File: src/sv/kmr_pkg.sv
package kmr_pkg;

	localparam int MAX_KMER_LENGTH = 8;
	localparam int COUNT_WIDTH     = 20;
	localparam int IDX_W           = 2 * MAX_KMER_LENGTH;
	localparam int TABLE_DEPTH     = 1 << IDX_W;
	localparam int FILL_W          = $clog2(MAX_KMER_LENGTH + 1);
	localparam int KLEN_W          = 4;
	localparam int CMD_W           = 2;
	localparam int BASE_W          = 2;
	localparam int QIDX_W          = 16;
	localparam int OUT_IDX_W       = 16;
	localparam int FIFO_DEPTH      = 4;
	localparam int FIFO_AW         = $clog2(FIFO_DEPTH);

	localparam logic [KLEN_W-1:0]      KLEN_RESET = KLEN_W'(4);
	localparam logic [COUNT_WIDTH-1:0] COUNT_MAX  = '1;

	typedef enum logic [CMD_W-1:0] {
		CMD_PUSH    = 2'd0,
		CMD_READ    = 2'd1,
		CMD_NEW_SEQ = 2'd2,
		CMD_IGNORE  = 2'd3
	} cmd_t;

	typedef enum logic [1:0] {
		OP_NONE  = 2'd0,
		OP_COUNT = 2'd1,
		OP_READ  = 2'd2
	} op_t;

	typedef struct packed {
		op_t              op;
		logic [IDX_W-1:0] idx;
	} kmr_entry_t;

	// k of zero acts as one, above the maximum acts as the maximum
	function automatic logic [KLEN_W-1:0] eff_k(input logic [KLEN_W-1:0] k);
		logic [KLEN_W-1:0] r;
		r = k;
		if (k == '0)
			r = KLEN_W'(1);
		else if (k > KLEN_W'(MAX_KMER_LENGTH))
			r = KLEN_W'(MAX_KMER_LENGTH);
		return r;
	endfunction

	function automatic logic [IDX_W-1:0] digit_mask(input logic [KLEN_W-1:0] k);
		logic [IDX_W-1:0] m;
		m = '0;
		for (int i = 0; i < MAX_KMER_LENGTH; i++) begin
			if (KLEN_W'(i) < k)
				m[2*i +: 2] = 2'b11;
		end
		return m;
	endfunction

endpackage

File: src/sv/kmr_front.sv
module kmr_front (
	input  logic                          clk,
	input  logic                          arst_n,
	input  logic                          in_valid,
	output logic                          in_stall,
	input  logic [kmr_pkg::CMD_W-1:0]     command,
	input  logic [kmr_pkg::BASE_W-1:0]    base_code,
	input  logic [kmr_pkg::QIDX_W-1:0]    query_index,
	input  logic                          cfg_valid,
	input  logic [kmr_pkg::KLEN_W-1:0]    cfg_data,
	input  logic                          fifo_full,
	input  logic                          clearing,
	output logic                          push,
	output kmr_pkg::kmr_entry_t           push_entry
);
	import kmr_pkg::*;

	logic [KLEN_W-1:0] klen_q;
	logic [IDX_W-1:0]  window_q;
	logic [FILL_W-1:0] filled_q;

	logic [KLEN_W-1:0] k_eff;
	logic [IDX_W-1:0]  window_nx;
	logic [FILL_W-1:0] filled_nx;

	assign in_stall = fifo_full | clearing;
	assign push     = in_valid & ~in_stall;

	assign k_eff     = eff_k(klen_q);
	assign window_nx = IDX_W'({window_q, base_code});
	assign filled_nx = (filled_q < FILL_W'(MAX_KMER_LENGTH)) ? filled_q + FILL_W'(1) : filled_q;

	always_comb begin
		push_entry.op  = OP_NONE;
		push_entry.idx = '0;
		case (command)
			CMD_PUSH: begin
				push_entry.idx = window_nx & digit_mask(k_eff);
				if (filled_nx >= FILL_W'(k_eff))
					push_entry.op = OP_COUNT;
			end
			CMD_READ: begin
				push_entry.op  = OP_READ;
				push_entry.idx = IDX_W'(query_index);
			end
			default: begin
				push_entry.op  = OP_NONE;
				push_entry.idx = '0;
			end
		endcase
	end

	always_ff @(posedge clk or negedge arst_n) begin
		if (!arst_n) begin
			klen_q   <= KLEN_RESET;
			window_q <= '0;
			filled_q <= '0;
		end else begin
			if (cfg_valid)
				klen_q <= cfg_data;
			if (push) begin
				case (command)
					CMD_PUSH: begin
						window_q <= window_nx;
						filled_q <= filled_nx;
					end
					CMD_NEW_SEQ: begin
						window_q <= '0;
						filled_q <= '0;
					end
					default: begin
						window_q <= window_q;
					end
				endcase
			end
		end
	end

endmodule

File: config.mk
export PLATFORM = sky130hd
export DESIGN_NAME = kmr_front
export DESIGN_NICKNAME = d
export VERILOG_FILES = /design/src/sv/kmr_pkg.sv /design/src/sv/kmr_front.sv
export SDC_FILE = /design/constraint.sdc
export NUM_CORES = 1
export LEC_CHECK = 0
export BUFFER_PORTS_ARGS = -buffer_cell sky130_fd_sc_hd__buf_2
export CORE_MARGIN = 2
export CORE_UTILIZATION = 29
export CTS_BUF_LIST = sky130_fd_sc_hd__clkbuf_8
export DETAILED_ROUTE_END_ITERATION = 10
export SKIP_CTS_REPAIR_TIMING = 1
export SLEW_MARGIN = 25
export SYNTH_ARGS = -nofsm -noshare
export SYNTH_HDL_FRONTEND = slang
export SYNTH_SLANG_ARGS = --single-unit
File: constraint.sdc
create_clock -name clk -period 1.8 [get_ports clk]
set_input_delay 0.18 -clock clk [delete_from_list [all_inputs] [get_ports clk]]
set_output_delay 0.18 -clock clk [all_outputs]
set_load 0.05 [all_outputs]
======== Yosys cells after proc, flatten, opt, wreduce, memory -nomap -nowiden ========
Index checks and enable logic that the tools add are counted.
word-level totals
  register bits ........................... 22
  output and inout bits ................... 20
  word-level logic and storage cells ...... 48
operators by class
  add/sub/neg operators ................... 1
  $lt $le $gt $ge ......................... 11
  eq/ne operators ......................... 2
  mux-type cells .......................... 23
  bitwise logic cells ..................... 4
  reduce and logical (&&, ||, !) cells .... 4
operators by type and width
  operator             count
  $pmux 18 s2          1
  $mux 2               16
  $pmux 14 s2          1
  $and 16x16->16       1
  $lt 3x4->1 const A   4
  $mux 4               3
  $lt 1x4->1 const A   2
  $lt 2x4->1 const A   2
  $pmux 4 s2           1
  $add 4x1->4 const B  1
  $ge 4x4->1           1
  $gt 4x4->1 const B   1
  $logic_not 4->1      1
  $lt 4x4->1 const B   1
  $eq 2x1->1 const B   1
  $eq 2x2->1 const B   1
  $logic_not 2->1      1
  $reduce_and 2->1     1
  $reduce_bool 2->1    1
  $and 1x1->1          1
  $mux 1               1
  $not 1->1            1
  $or 1x1->1           1

======== Logic depth before layout (Yosys ltp) ========
Gate-level depths: netlist (run 1).
  depth after elaboration ................. 8
  gate-level depth with buffers ........... 8

======== Worst setup path before layout (run 1) ========
OpenSTA, ideal clock, no wires.
  path kind ............................... register to output
  start ................................... reg filled_q[0]
  end ..................................... out push_entry[16] (netlist bit)
  arrival time ............................ 2186 ps
  data required time ...................... 1620 ps
  setup slack ............................. -566 ps
  stages on the path, launching flop included .. 7
  buffers on the path ..................... 0
  path through ............................ dfrtp_1 -> ha_1 -> mux2_2 -> ha_1 -> o21ai_0 -> a21o_1 -> a21oi_1
RTL lines
  item                    RTL line         RTL
  from (decl)             kmr_front.sv:20  logic [FILL_W-1:0] filled_q;
  from (signal assigned)  kmr_front.sv:65  filled_q <= filled_nx;
  to (decl)               kmr_front.sv:14  output kmr_pkg::kmr_entry_t push_entry

==> results of run 1 <==
## placed cells by master (no fill, tap or decap), types with 2 or more instances in the layout
cell type / instances
buf_6: 8
a32o_1: 2
mux2_2: 3
nor2_1: 11
nor3_2: 2
inv_1: 2
ha_1: 4
buf_4: 20
clkbuf_8: 3
mux2i_1: 2
nand3b_1: 6
a22o_1: 21
o21ai_0: 2
nand2_1: 10
a21oi_2: 6
buf_2: 37
a21o_1: 2
a22oi_1: 2
or2_2: 2
dfrtp_1: 20
## area by class of cell
| class | count | area (um^2) | share of cell area (%) |
|---|---|---|---|
| timing repair buffer | 67 | 455 | 23.7 |
| clock inverter | 1 | 30.0 | 1.56 |
| sequential | 22 | 553 | 28.8 |
| clock buffer | 3 | 41.3 | 2.15 |
| tap | 52 | 65.1 | 3.39 |
| multi-input combinational | 95 | 767 | 40.0 |
| inverter | 2 | 7.51 | 0.391 |
## state kept, by name, summed over array words and instances, names as in the netlist
signal	count
filled_q	4
window_q	14
klen_q	4
## worst max path at each step
stage	startpoint	to	slack, ns	cells after the start
detailed placement	filled_q[1]	push_entry[16]	-0.21	7
global placement	filled_q[1]	push_entry[16]	-0.18	7
global route	filled_q[1]	push_entry[16]	-0.46	7
CTS	filled_q[1]	push_entry[16]	-0.51	7
finish	filled_q[1]	push_entry[16]	-0.39	7
floorplan	filled_q[0]	push_entry[16]	-0.15	6
## layer usage
| layer | vias to the layer above | share of wire (%) | track usage (%) |
|---|---|---|---|
| met5 | - | 0 | 0 |
| met4 | 0 | 0.92 | 3.14 |
| met3 | 2 | 5.2 | 2.28 |
| met2 | 43 | 39 | 20.1 |
| met1 | 556 | 55 | 23.5 |
| li1 | 597 | - | - |
## through the flow
stage	hold slack [ns]	util, %	setup WS [ns]	cell area, um^2	instances
after global placement	0.178	40.0	-0.177	1730	235
after CTS	-0.112	41.7	-0.509	1800	239
after floorplan	-0.116	-	-0.154	1350	128
final	0.117	44.4	-0.387	1920	242
after global routing	0.140	44.4	-0.457	1920	242
after detailed placement	0.185	40.0	-0.211	1730	235
## power by group
group	total [mW]	switching, mW	internal, mW	leakage, nW
combinational	0.501	0.272	0.229	0.610
clock	0.474	0.176	0.298	0.0357
sequential	0.562	0.0288	0.533	0.292
## cells in the mapped netlist, types with 3 or more instances
| library cell | number |
|---|---|
| a21oi_1 | 7 |
| a22o_1 | 21 |
| buf_2 | 3 |
| clkbuf_1 | 4 |
| dfrtp_1 | 21 |
| ha_1 | 5 |
| mux2_2 | 4 |
| nand2_1 | 10 |
| nand3b_1 | 6 |
| nor2_1 | 11 |
| o21ai_0 | 4 |
## cells by family after synthesis
kind of cell / Yosys count
buffers and inverters: 11
AOI/OAI and AO/OA: 43
DFF: 22
muxes: 6
xor gates and xnor gates: 2
adders and majority gates: 5
and+or+nand+nor: 39
## worst max-delay path: stages (launching register included)
cell and delay [ns]:
dfrtp_1 0.39, ha_1 0.29, mux2_4 0.29, ha_4 0.26
o21ai_2 0.04, a21o_1 0.17, a21oi_4 0.12, buf_6 0.17
==> summary.txt, run 1 <==
R2R cell count - 3
Critical path class - flip-flop to primary output
Final worst setup slack - -0.387 ns
R2R Path End - filled_q[1]
CTS sink count - 22
Core area - 4320 um^2
TritonCTS Buffers - 3
# IOs - 50
Die Wd - 70.8 um
Total iterations of the first detailed-routing run - 6
TritonCTS clock tree - done
Slew Limit Fails - 0
Most used DFF post-synth - dfrtp_1
Syn_nets - 163
Final WL - 3470 um
Initial Util - 29.9%
Detail Placement HPWL - 2530 um
Number of diodes - 0
Drc violations - 0
Die Footprint - 5020 um^2
Main combinational cell family by area after synthesis - compound AO/OA/AOI/OAI gates
Hold endpoint - klen_q[3]
Layout Nets - 226
Layout cells sized above 1 - 49.5%
Compound-gate portion of the synthesized area - 25.3%
Number of synthesized flops with an enable pin - 0
Hold Crit Start - cfg_data[3]
Post-Synth Simple-Gate Area - 16.5%
Tmin final - 2.19 ns
Remaining Overflow, GRT - 0
Die Y - 70.8 um
Max cap viols - 0
Via count - 1198
Worst Setup Start Kind - flip-flop
Adder-Cell Fraction of Synth Area - 4.83%
Site row count - 24
Final period utilization - 121%
Worst Tran Pin Value - 0.522 ns
Share of synthesized registers carrying an async set or reset - 100%
Status - finished with violations
RSZ-0062 raised after global routing - true
Initial antenna violation count - 0
Yosys cell types - 36
Clock Latency Late Sink - 0.27 ns
Lkg Pwr - 0.938 nW
Avg WL per Cell - 14.3 um
Worst R2R Setup Slack - 0.51 ns
XOR/XNOR share of the synthesized area - 1.35%
Syn Inst Count - 128
CTS Buffer Depth - 2
First-pass GRT wire length - 5800 um
Endpoints failing hold - 0
Initial detailed-routing violation count - 50
Yosys top cell by area - dfrtp_1
Clk root buf - clkbuf_8
Max frequency - 0.457 GHz
H-tree depth - 1
Critical path capture point type - primary output
Final setup fails - 1
Average cell area after synthesis - 10.1 um^2
Top cells by area, synth - dfrtp_1, a22o_1, ha_1, mux2_2, nand3b_1
Area delta synth->final - 48.2%
Crit-path max FO - 2
Port bufs - 49
Clock skew - 0.000779 ns
Pin count of the biggest net entering global routing - 23
Seq/Total Area, Yosys - 42.6%
WP data required - 1.62 ns
Clk pin slew, worst setup/hold paths - 0.08 ns
Synth top area share - 40.6%
Failing checks - setup timing
Worst Hold Class - input port to flip-flop
Yosys warns - 0
Slew HR - 65.2%
Vias in the first global route - 1192
Critical Path AT - 2.01 ns
Final Power - 1.54 mW
WHS Path Cells - 3
FILL cells - 446
Max IR drop VDD - 0.461 mV
Synth Register Bits - 22
Total Neg Setup Slack - -0.387 ns
Total Routing Usage GR - 14.5%
Gpl congestion - 0.773
FF-to-FF Start - filled_q[1]
Antenna viol nets, final - 0
Mux cell area share after synthesis - 5.02%
Avg Vias per Cell - 4.95
Netlist Area Pre-Place - 1290 um^2
Power density cells - 801 nW/um^2
Note: power is estimated with default switching activity, not from simulation.
==> run 2: changes to the inputs <==
--- a/config.mk
+++ b/config.mk
@@ -6,6 +6,7 @@
 export NUM_CORES = 1
 export LEC_CHECK = 0
 export BUFFER_PORTS_ARGS = -buffer_cell sky130_fd_sc_hd__buf_2
+export CORE_ASPECT_RATIO = 1.1
 export CORE_MARGIN = 2
 export CORE_UTILIZATION = 29
 export CTS_BUF_LIST = sky130_fd_sc_hd__clkbuf_8
==> run 2 against run 1 <==
Largest power group unchanged. Critical path type unchanged. Final cell count is 0.41% higher. Sequential cell count stayed put. Critical path depth stayed put. Clock power is 36% lower. First-iteration DRC count is 2.0% higher. Hold slack better by 0.034 ns. Combinational power is 2% higher. Highest routed layer unchanged. Clock skew is 0.00074 ns higher. Sequential share of layout area is 0.44 points higher. Die area hardly changed. Critical endpoint unchanged. Setup slack worse by 0.015 ns. Largest cell class unchanged. The run still ends with setup timing left.
==> summary.txt, run 2 (synthesis results as in run 1) <==
Clock Latency Late Sink - 0.26 ns
H-tree depth - 1
# IOs - 50
Final WL - 3580 um
Endpoints failing hold - 0
Failing checks - setup timing
Die Wd - 67.7 um
Lkg Pwr - 0.924 nW
Final setup fails - 1
Detail Placement HPWL - 2800 um
Commonest non-fill, non-tap cell in the layout - buf_2
Core area - 4290 um^2
Max cap viols - 0
FILL cells - 425
Final hold slack - 0.150 ns
Initial antenna violation count - 0
Port bufs - 49
Initial Util - 30.2%
Worst Hold Class - input port to flip-flop
TritonCTS clock tree - done
Critical path capture point type - primary output
Largest stage delay on the critical path - 0.40 ns
Number of diodes - 0
Reg with most FFs - window_q
Via count - 1225
Tmin final - 2.20 ns
Avg Vias per Cell - 5.04
Critical Path AT - 2.02 ns
Clock skew - 0.00152 ns
Drc violations - 0
Max IR drop VDD - 0.345 mV
CTS sink count - 22
Worst Setup Start Kind - flip-flop
Critical path class - flip-flop to primary output
Status - finished with violations
CP Cell Sequence - ha_1, mux2_4, ha_4, o21ai_2, a21o_1, a21oi_4, buf_6
Layout Nets - 225
Place WS - -0.233 ns
Initial detailed-routing violation count - 51
Slew Limit Fails - 0
Die Footprint - 5020 um^2
Avg WL per Cell - 14.7 um
Gpl congestion - 0.793
Crit-path max FO - 2
Max reg flops - 14
Worst Tran Pin Value - 0.500 ns
Commonest cells after routing, fill and taps aside - buf_2, a22o_1, dfrtp_1, buf_4, nor2_1
Final worst setup slack - -0.402 ns
Post-layout instance count excluding filler cells - 243
First-pass GRT wire length - 5580 um
Regs by FF count - window_q x14, filled_q x4, klen_q x4
Slew HR - 66.7%
Die Y - 74.1 um
RSZ-0062 raised after global routing - true
Remaining Overflow, GRT - 0
Vias in the first global route - 1188
Final period utilization - 122%
Worst path slowest cell - dfrtp_1
Clk pin slew, worst setup/hold paths - 0.08 ns
CTS Buffer Depth - 2
Total iterations of the first detailed-routing run - 4
Power density cells - 730 nW/um^2
Placed insts - 236
Site row count - 25
Antenna viol nets, final - 0
Max frequency - 0.454 GHz
Clk root buf - clkbuf_8
Total Routing Usage GR - 14.7%
Area delta synth->final - 46.0%
TritonCTS Buffers - 3
Worst R2R Setup Slack - 0.38 ns
Pin count of the biggest net entering global routing - 23
Layout cells sized above 1 - 48.7%
WP data required - 1.62 ns
-- run 2: cell count changes in the layout (fill, tap and decap cells not counted) --
cell / before / now
a31oi_2: 1 / 0
inv_1: 2 / 3
buf_2: 37 / 36
buf_12: 1 / 0
a31oi_4: 0 / 1
buf_6: 8 / 9
bufinv_16: 1 / 0
-- run 2: power by group --
part / total [mW] / internal [mW] / switching (mW)
combinational: 0.510 / 0.235 / 0.275
sequential: 0.567 / 0.533 / 0.0332
clock: 0.304 / 0.152 / 0.152
-- run 2: final cells by class --
class / instances / area, um^2 / share of cell area, %
clock buffer: 3 / 41.3 / 2.18
tap: 54 / 67.6 / 3.57
inverter: 2 / 7.51 / 0.397
multi-input combinational: 95 / 776 / 41.0
sequential: 22 / 553 / 29.3
clock inverter: 1 / 3.75 / 0.199
timing repair buffer: 66 / 442 / 23.4
-- run 2: worst paths after layout --
check | start | to | depth (start not counted)
max | filled_q[0] | push_entry[16] | 7
min | cfg_data[2] | klen_q[2] | 2
max reg2reg | filled_q[0] | filled_q[1] | 4
min reg2reg | window_q[13] | window_q[13] | 1
max in group asynchronous | arst_n | klen_q[1] | 2
min in group asynchronous | arst_n | window_q[2] | 2
-- run 2: layer usage --
| metal | global-route usage [%] | wire length [um] |
|---|---|---|
| met1 | 19.4 | 1590 |
| met2 | 24.4 | 1790 |
| met3 | 1.51 | 171 |
| met4 | 6.35 | 31 |
| met5 | 0 | 0 |
-- run 2: through the flow --
| step | setup TNS (ns) | power [mW] | area [um^2] | utilization, % |
|---|---|---|---|---|
| after global routing | -0.509 | 1.46 | 1890 | 44.1 |
| after floorplan | -0.154 | 0.868 | 1350 | - |
| after global placement | -0.177 | 1.00 | 1710 | 40.0 |
| after detailed placement | -0.233 | 1.02 | 1710 | 40.0 |
| after CTS | -0.898 | 1.33 | 1760 | 41.1 |
| final | -0.402 | 1.38 | 1890 | 44.1 |
-- run 2: worst max-delay path: cells and delay by family (launching register included) --
family | cells | cell delay (ns)
compound gates | 3 | 0.33
fa+ha+maj | 2 | 0.57
buf+inv | 1 | 0.17
flops | 1 | 0.40
mux | 1 | 0.30
