--- config.mk ---
export PLATFORM = sky130hd
export DESIGN_NAME = kmr_fifo
export DESIGN_NICKNAME = d
export VERILOG_FILES = /design/src/sv/kmr_pkg.sv /design/src/sv/kmr_fifo.sv
export SDC_FILE = /design/constraint.sdc
export NUM_CORES = 1
export LEC_CHECK = 0
export BUFFER_PORTS_ARGS = -buffer_cell sky130_fd_sc_hd__buf_2
export CAP_MARGIN = 20
export CORE_MARGIN = 2
export CORE_UTILIZATION = 50
export DETAILED_ROUTE_END_ITERATION = 6
export HOLD_SLACK_MARGIN = 0.15
export PLACE_DENSITY = 0.77
export SYNTH_ARGS = -nofsm -noshare
export SYNTH_HDL_FRONTEND = slang
export SYNTH_SLANG_ARGS = --single-unit
--- constraint.sdc ---
create_clock -name clk -period 1.5 [get_ports clk]
set_clock_uncertainty 0.1 [all_clocks]
set_input_delay 0.225 -clock clk [delete_from_list [all_inputs] [get_ports clk]]
set_output_delay 0.225 -clock clk [all_outputs]
set_load 0.05 [all_outputs]
--- src/sv/kmr_pkg.sv ---
package kmr_pkg;

	localparam int MAX_KMER_LENGTH = 8;
	localparam int COUNT_WIDTH     = 20;
	localparam int IDX_W           = 2 * MAX_KMER_LENGTH;
	localparam int TABLE_DEPTH     = 1 << IDX_W;
	localparam int FILL_W          = $clog2(MAX_KMER_LENGTH + 1);
	localparam int KLEN_W          = 4;
	localparam int CMD_W           = 2;
	localparam int BASE_W          = 2;
	localparam int QIDX_W          = 16;
	localparam int OUT_IDX_W       = 16;
	localparam int FIFO_DEPTH      = 4;
	localparam int FIFO_AW         = $clog2(FIFO_DEPTH);

	localparam logic [KLEN_W-1:0]      KLEN_RESET = KLEN_W'(4);
	localparam logic [COUNT_WIDTH-1:0] COUNT_MAX  = '1;

	typedef enum logic [CMD_W-1:0] {
		CMD_PUSH    = 2'd0,
		CMD_READ    = 2'd1,
		CMD_NEW_SEQ = 2'd2,
		CMD_IGNORE  = 2'd3
	} cmd_t;

	typedef enum logic [1:0] {
		OP_NONE  = 2'd0,
		OP_COUNT = 2'd1,
		OP_READ  = 2'd2
	} op_t;

	typedef struct packed {
		op_t              op;
		logic [IDX_W-1:0] idx;
	} kmr_entry_t;

	// k of zero acts as one, above the maximum acts as the maximum
	function automatic logic [KLEN_W-1:0] eff_k(input logic [KLEN_W-1:0] k);
		logic [KLEN_W-1:0] r;
		r = k;
		if (k == '0)
			r = KLEN_W'(1);
		else if (k > KLEN_W'(MAX_KMER_LENGTH))
			r = KLEN_W'(MAX_KMER_LENGTH);
		return r;
	endfunction

	function automatic logic [IDX_W-1:0] digit_mask(input logic [KLEN_W-1:0] k);
		logic [IDX_W-1:0] m;
		m = '0;
		for (int i = 0; i < MAX_KMER_LENGTH; i++) begin
			if (KLEN_W'(i) < k)
				m[2*i +: 2] = 2'b11;
		end
		return m;
	endfunction

endpackage

--- src/sv/kmr_fifo.sv ---
module kmr_fifo (
	input  logic                clk,
	input  logic                arst_n,
	input  logic                push,
	input  kmr_pkg::kmr_entry_t push_entry,
	input  logic                pop,
	output kmr_pkg::kmr_entry_t head,
	output logic                empty,
	output logic                full
);
	import kmr_pkg::*;

	kmr_entry_t         slot_q [FIFO_DEPTH];
	logic [FIFO_AW-1:0] wr_ptr_q;
	logic [FIFO_AW-1:0] rd_ptr_q;
	logic [FIFO_AW:0]   count_q;

	assign empty = (count_q == '0);
	assign full  = (count_q == (FIFO_AW+1)'(FIFO_DEPTH));
	assign head  = slot_q[rd_ptr_q];

	always_ff @(posedge clk) begin
		if (push)
			slot_q[wr_ptr_q] <= push_entry;
	end

	always_ff @(posedge clk or negedge arst_n) begin
		if (!arst_n) begin
			wr_ptr_q <= '0;
			rd_ptr_q <= '0;
			count_q  <= '0;
		end else begin
			if (push)
				wr_ptr_q <= wr_ptr_q + FIFO_AW'(1);
			if (pop)
				rd_ptr_q <= rd_ptr_q + FIFO_AW'(1);
			if (push && !pop)
				count_q <= count_q + (FIFO_AW+1)'(1);
			else if (pop && !push)
				count_q <= count_q - (FIFO_AW+1)'(1);
		end
	end

endmodule

# Yosys cells after proc, flatten, opt, wreduce, memory -nomap -nowiden
# Memory sizes are Yosys's and may differ from the RTL's.
# Cells that the tools add are included.
[word_totals]
mem_count = 1
output_inout_bits = 20
rom_bits = 0
latchBits = 0
regBits = 7
ramBits = 72
inputBits = 22
[classes]
n_eq_ne = 1
n_shift = 0
div = 0
add_sub_neg = 4
mul = 0
n_mux = 4
n_reduce_logical = 6
n_bitwise = 0
order_cmp = 0
[memory_table]
columns = ["name", "depth", "word_bits", "rd", "rd_clocked_by_memory_dff", "wr", "line", "text"]
rows = [
  ["slot_q", 4, 18, 1, 0, 1, "kmr_fifo.sv:13", "kmr_entry_t slot_q [FIFO_DEPTH];"],
]
[op_table]
columns = ["operator", "count"]
rows = [
  ["3-bit 2-to-1 mux", 2],
  ["2-bit by 1-bit adder with 2-bit output (second input constant)", 2],
  ["3-bit by 1-bit adder with 3-bit output (second input constant)", 1],
  ["3-bit == test (second input constant)", 1],
  ["3-bit logical NOT", 1],
  ["3-bit by 1-bit subtractor with 3-bit output (second input constant)", 1],
  ["1-bit logical AND", 2],
  ["1-bit logical NOT", 2],
  ["1-bit 2-to-1 mux", 2],
  ["2-bit nonzero test", 1],
]

# Depth between registers and ports, before layout
# Gate-level depths: netlist (run 1).
[depth]
ltp_word = 4
ltp_mapped = 7

# Worst setup path after synthesis (run 1)
# OpenSTA, ideal clock, no wires.
[synth_timing]
path_kind = "register -> output"
start = "register count_q[0]"
end = "output port full"
path_buffers = 0
arrival_time_ps = 1599
stages_incl_launch_ff = 2
slack_ps = -424
cell_sequence = "dfrtp_1 > nor3b_1"
[synth_between]
elab_chain_cells = 1
[synth_rtl]
columns = ["item", "line", "text"]
rows = [
  ["start, declared", "kmr_fifo.sv:16", "logic [FIFO_AW:0] count_q;"],
  ["start signal, assigned", "kmr_fifo.sv:38", "count_q <= count_q + (FIFO_AW+1)'(1);"],
  ["start signal, assigned", "kmr_fifo.sv:40", "count_q <= count_q - (FIFO_AW+1)'(1);"],
  ["3-bit == test", "kmr_fifo.sv:19", "assign full = (count_q == (FIFO_AW+1)'(FIFO_DEPTH));"],
  ["end, declared", "kmr_fifo.sv:9", "output logic full"],
]
# No other way between the ends.

==> results of run 1 <==
## kinds of logic after synthesis
| kind of cell | after synthesis |
|---|---|
| AO/OA/AOI/OAI | 1 |
| XOR/XNOR | 6 |
| adder cells (fa/ha/maj) | 6 |
| buffers and inverters | 8 |
| flip-flops | 79 |
| multiplexers | 19 |
| AND/OR/NAND/NOR | 9 |
## through the flow
step	setup TNS (ps)	cell area [µm²]	hold WS (ps)	total power [µW]	std cells
global route	-9972	4060	247.8	8938	306
detailed placement	-3815	3456	-30.19	6496	263
finish	-8710	4060	229.8	8564	306
global placement	-2053	3456	-38.37	6347	263
CTS	-8710	3996	218.6	8422	304
floorplan	-313.2	3007	-170.6	5549	128
## cells in the mapped netlist
cell / count
mux2_2: 1
and2_1: 4
dfrtp_1: 7
buf_6: 2
nor2_1: 1
ha_1: 5
buf_4: 1
nor3_1: 1
inv_1: 4
nand2_1: 2
fa_1: 1
o21ai_0: 1
xnor2_1: 2
edfxtp_1: 72
xor2_1: 4
mux4_2: 18
nor3b_1: 1
buf_2: 1
## how the worst max path moves through the flow
stage	start	end	slack [ps]	cells after the start
after CTS	rd_ptr_q[0]	head[1]	-490	3
final	rd_ptr_q[0]	head[12]	-490	3
after floorplan	rd_ptr_q[0]	head[11]	-20	2
after global routing	rd_ptr_q[0]	head[3]	-540	3
after detailed placement	rd_ptr_q[0]	head[15]	-170	3
after global placement	rd_ptr_q[0]	head[15]	-140	3
## layer usage
| metal | global-route usage | routed length [µm] |
|---|---|---|
| met1 | 0.2080 | 2155 |
| met2 | 0.3074 | 3121 |
| met3 | 0.04333 | 265 |
| met4 | 0.1220 | 161 |
| met5 | 0 | 0 |
## worst max-delay path, stage by stage (launching register included)
cell and delay (ps):
dfrtp_2 450, buf_12 150, mux4_2 530, buf_6 180
## area by class of cell
cell class | instances | area, µm²
clock buffer | 12 | 135.1
clock inverter | 4 | 22.52
fill | 349 | 1790
inverter | 4 | 15.01
multi-input combinational | 41 | 638.1
sequential | 79 | 2338
tap | 75 | 93.84
timing repair buffer | 91 | 817.0
## report_power, final
| group | internal (µW) | total (µW) | switching (µW) |
|---|---|---|---|
| Sequential | 2910 | 3100 | 194 |
| Clock | 593 | 1270 | 680 |
| Combinational | 1860 | 4190 | 2330 |
| Total | 5360 | 8560 | 3200 |
## timing repair
action,in CTS,in global routing
endpoints found under the hold margin,82,0
gates resized for setup,44,9
pin swaps,2,5
setup endpoints to repair,38,42
gates cloned,0,1
setup buffers,3,1
hold buffers,22,0
## state kept, by name (all words and copies together) (netlist names)
signal    flops
slot_q       72
count_q       3
rd_ptr_q      2
wr_ptr_q      2
==> reports/qor.csv, run 1 <==
stage,metric,value,unit
clocking,worst skew pair latency,340,ps
worst_setup_path,r2r worst-path depth,5,
finish,"Core Util, Final",0.6940,
logic_synthesis,Synth Area per Inst,23.38,µm²
worst_hold_path,Hold Crit Class,input port to flop,
routing,DR vias,1576,
timing,RSZ-0062 raised after global routing,yes,
worst_setup_path,startpoint types,flop,
logic_synthesis,Synth Area in Adders,0.02759,
logic_synthesis,Synth Area in Compound Gates,0.001672,
grt,number of global-route vias before repair,1705,
grt,antenna violations before repair,0,
logic_synthesis,Post-Syn Area,0.002993,mm²
logic_synthesis,"Seq/Total Area, Yosys",0.7809,
finish,share of cells above drive strength 1,0.4719,
placement,DP Worst Slack,-174.7,ps
floorplanning,io pins,42,
floorplanning,Rows,28,
routing,DR DRC count,0,
worst_setup_path,Worst Path Required,1170,ps
worst_setup_path,R2R Setup Slk,-40,ps
clocking,htree depth,3,
grt,largest net degree at the start of global routing,19,
clocking,Clock transition at path regs,70,ps
logic_synthesis,"area leader, netlist",edfxtp_1,
routing,routed length per instance,18.64,µm
grt,Tot GR Track Use,0.1830,
routing,DRT Wirelength,5.704,mm
worst_setup_path,Worst setup EP type,output port,
timing,min cycle time layout,1993,ps
finish,Ant. Diodes,0,
worst_hold_path,Worst Min Path Start,push,
finish,Area Growth Syn to Fin,35.66,%
timing,setup ws final,-492.9,ps
logic_synthesis,largest family of logic cells by synthesized area,multiplexers,
clocking,Clock Sinks,79,
floorplanning,Die Span X,81.37,µm
floorplanning,Placeable Area,0.005851,mm²
routing,via/cell ratio,5.150,
placement,number of port buffers,41,
worst_setup_path,Critical R2R Launch,count_q[1],
worst_hold_path,hold path depth,3,
worst_hold_path,worst hold endpoint,count_q[0],
power_and_ir_drop,maximum vdd drop,1.441,mV
flow_run,max-cap viol count,0,
worst_setup_path,CP max FO,6,
grt,first-pass GRT wire length,8.404,mm
logic_synthesis,share of the synthesized area in the top cell type,0.7224,
routing,number of DRC markers in iteration 0,106,
finish,most frequent cells in the layout,"72 x edfxtp_1, 25 x buf_6, 22 x dlygate4sd3_1, 21 x buf_2, 20 x buf_4",
placement,DPL Wire Length,3.702,mm
worst_setup_path,Critical R2R Capture,count_q[2],
logic_synthesis,Post-Synth XOR/XNOR Area,0.01756,
finish,"commonest non-fill, non-tap cell in the layout",edfxtp_1,
logic_synthesis,Synth cell types,18,
finish,"Net count, final",254,
clocking,clock root buffer,clkbuf_8,
clocking,Num CTS Buffers,9,
outcome,failing checks,setup timing,
placement,placer congestion estimate,0.6966,
timing,FMAX,0.5018,GHz
floorplanning,chip height,81.37,µm
logic_synthesis,Area contributors post-synth,"edfxtp_1 72%, mux4_2 14%, dfrtp_1 5.9%, ha_1 2.1%, xor2_1 1.2%",
power_and_ir_drop,Pleak,0.001516,µW
routing,Final ANT Viol Nets,0,
floorplanning,die area,0.006620,mm²
outcome,status,finished with violations,
logic_synthesis,synth warn,0,
timing,Max-slew headroom,0.7705,
worst_setup_path,crit path DAT,1670,ps
logic_synthesis,Synth Area in Simple Gates,0.01630,
logic_synthesis,syn nets,156,
timing,Max Slew Vio Count,0,
logic_synthesis,"flops & latches, synth",79,
timing,Least-Margin Pin Slew,343.2,ps
routing,drt pass-1 iters,4,
timing,final hold vios,0,
clocking,CTS tree,built,
timing,Final Setup Violations,21,
power_and_ir_drop,PD cells,2109,mW/mm²
logic_synthesis,mux cell area share after synthesis,0.1392,
floorplanning,Initial Util,0.5115,
grt,global route total overflow,0,
logic_synthesis,Cells after Synth,128,
clocking,clock buffer depth,2,
timing,fin crit share,1.329,
worst_setup_path,WS Path Type,flop to output port,
No activity file was read; power rests on OpenSTA's default activity.
==> run 2: changes to the inputs <==
==> constraint.sdc (replaced) <==
create_clock -name clk -period 1.5 [get_ports clk]
set_clock_uncertainty 0.1 [all_clocks]
set_input_delay 0.225 -clock clk [delete_from_list [all_inputs] [get_ports clk]]
set_output_delay 0.225 -clock clk [all_outputs]
set_load 0.01 [all_outputs]
==> run 2 against run 1 <==
- the run still ends with setup timing left
- sequential share of layout area about the same
- sequential power is essentially flat
- non-clock buffer count is 4 lower
- critical path depth is 1 higher
- register-to-register slack gained 60 ps
- die area unchanged
- worst setup slack lost 5.9 ps
- worst hold slack got worse by 26 ps
- wire length rose by 4.6%
- largest power group is now sequential cells
==> reports/qor.csv, run 2 (same netlist as run 1, synthesis figures left out) <==
stage,metric,value,unit
finish,share of cells above drive strength 1,0.4537,
timing,Max-slew headroom,0.7284,
finish,Ant. Diodes,0,
floorplanning,Placeable Area,0.005851,mm²
worst_setup_path,WS Path Type,flop to output port,
clocking,clock buffer depth,2,
clocking,Clock transition at path regs,70,ps
routing,DRT Wirelength,5.965,mm
timing,Final Setup Violations,19,
placement,Post-Place Cells,258,
routing,via/cell ratio,5.222,
grt,number of global-route vias before repair,1736,
finish,top flop regs,"slot_q x72, count_q x3",
clocking,CTS tree,built,
placement,number of port buffers,41,
grt,first-pass GRT wire length,9.011,mm
routing,Final ANT Viol Nets,0,
placement,DPL Wire Length,3.448,mm
clocking,Num CTS Buffers,9,
timing,min cycle time layout,1999,ps
power_and_ir_drop,P_sw,2188,µW
grt,antenna violations before repair,0,
power_and_ir_drop,maximum vdd drop,1.175,mV
clocking,htree depth,3,
finish,most frequent cells in the layout,"72 x edfxtp_1, 33 x buf_2, 22 x dlygate4sd3_1, 18 x mux4_2, 15 x buf_6",
grt,Tot GR Track Use,0.1979,
timing,FMAX,0.5003,GHz
worst_setup_path,CP max FO,4,
routing,number of DRC markers in iteration 0,96,
worst_setup_path,Worst Path Required,1170,ps
finish,fin cells,302,
routing,DR vias,1577,
power_and_ir_drop,PD cells,1900,mW/mm²
worst_setup_path,"Cell Chain, Critical Path","buf_6, buf_16, mux4_2, buf_6",
grt,Top Usage Layer GRT,met2,
placement,placer congestion estimate,0.7169,
grt,met2 Use GR,0.3598,
finish,"commonest non-fill, non-tap cell in the layout",edfxtp_1,
outcome,status,finished with violations,
worst_setup_path,Crit path top cell by count,buf_6,
grt,met3 usage,0.04333,
timing,fin crit share,1.333,
placement,DP Worst Slack,-140.4,ps
finish,"Core Util, Final",0.6944,
finish,max FFs per register,72,
finish,"Net count, final",250,
worst_setup_path,Worst setup EP type,output port,
grt,largest net degree at the start of global routing,19,
grt,grt met1 use,0.2192,
timing,Max Slew Vio Count,0,
power_and_ir_drop,Pleak,0.001511,µW
timing,setup ws final,-498.8,ps
floorplanning,Rows,28,
worst_setup_path,startpoint types,flop,
floorplanning,chip height,81.37,µm
timing,final hold vios,0,
clocking,Clock Sinks,79,
worst_setup_path,crit path DAT,1670,ps
clocking,worst skew pair latency,330,ps
finish,Area Growth Syn to Fin,35.74,%
grt,global route total overflow,0,
floorplanning,die area,0.006620,mm²
power_and_ir_drop,part of the power in registers,0.405,
routing,routed length per instance,19.75,µm
clocking,clock root buffer,clkbuf_8,
power_and_ir_drop,Comb power frac,0.384,
flow_run,max-cap viol count,0,
floorplanning,io pins,42,
power_and_ir_drop,Int Power,5529,µW
outcome,failing checks,setup timing,
power_and_ir_drop,clock share of power,0.210,
routing,DR DRC count,0,
worst_hold_path,Hold Crit Class,input port to flop,
timing,Least-Margin Pin Slew,406.1,ps
floorplanning,Initial Util,0.5115,
finish,Top reg by flops,slot_q,
timing,RSZ-0062 raised after global routing,yes,
worst_setup_path,Slowest cell on crit path,mux4_2,
power_and_ir_drop,Net Sw Frac,0.2835,
floorplanning,Die Span X,81.37,µm
worst_setup_path,CP max stage delay,510,ps
routing,drt pass-1 iters,4,
run 2: cell type report:
cell class | instances | area, µm²
well taps | 75 | 93.84
inverters | 4 | 15.01
clock buffers | 10 | 127.6
clock inverters | 6 | 75.07
fillers | 352 | 1788
repair buffers | 87 | 779.5
multi-input cells | 41 | 631.9
flip-flops and latches | 79 | 2340
run 2: worst max-delay path, delay by kind of cell, from the launching register on:
kind,cells,cell delay (ps)
buf+inv,3,410
flops,1,420
mux,1,510
run 2: timing repair:
| action | 4_1_cts | 5_1_grt |
|---|---|---|
| hold endpoints to repair | 82 | 0 |
| setup endpoints to repair | 38 | 48 |
| hold buffers | 22 | 0 |
| buffers inserted | 4 | 0 |
| pin swaps | 2 | 4 |
| resized for setup | 17 | 10 |
| cloned | 3 | 0 |
run 2: power groups by stage:
stage / combinational [µW] / clock [µW] / sequential [µW]
6_report: 2970 / 1620 / 3130
5_1_grt: 3160 / 1730 / 3160
4_1_cts: 2960 / 1620 / 3100
3_5_place_dp: 2320 / 0 / 3130
3_3_place_gp: 2210 / 0 / 3080
2_1_floorplan: 1380 / 0 / 3070
run 2: through the flow:
| stage | cell area, µm² | power, µW | TNS, ps | hold slack (ps) |
|---|---|---|---|---|
| finish | 4063 | 7717 | -8285 | 204.1 |
| global route | 4063 | 8053 | -9938 | 230.1 |
| CTS | 4049 | 7678 | -8461 | 180.3 |
| detailed placement | 3446 | 5444 | -3644 | -26.55 |
| global placement | 3446 | 5292 | -1252 | -40.69 |
| floorplan | 2997 | 4454 | 0 | -170.6 |
run 2: path summary, 6_finish.rpt:
path	startpoint	end	slack, ps	cells past startpoint
hold / removal	push	count_q[0]	200	3
hold reg to reg	count_q[2]	count_q[2]	450	1
max in group asynchronous	arst_n	rd_ptr_q[0]	200	3
setup / recovery	rd_ptr_q[0]	head[2]	-500	4
setup reg to reg	wr_ptr_q[0]	slot_q[2][13]	20	5
min in group asynchronous	arst_n	wr_ptr_q[1]	790	3
run 2: per-layer routing:
metal  part of all wire  routed length [µm]
met5                  0                   0
met3              0.039                 235
met4             0.0089                  53
met1               0.39                2339
met2               0.56                3336
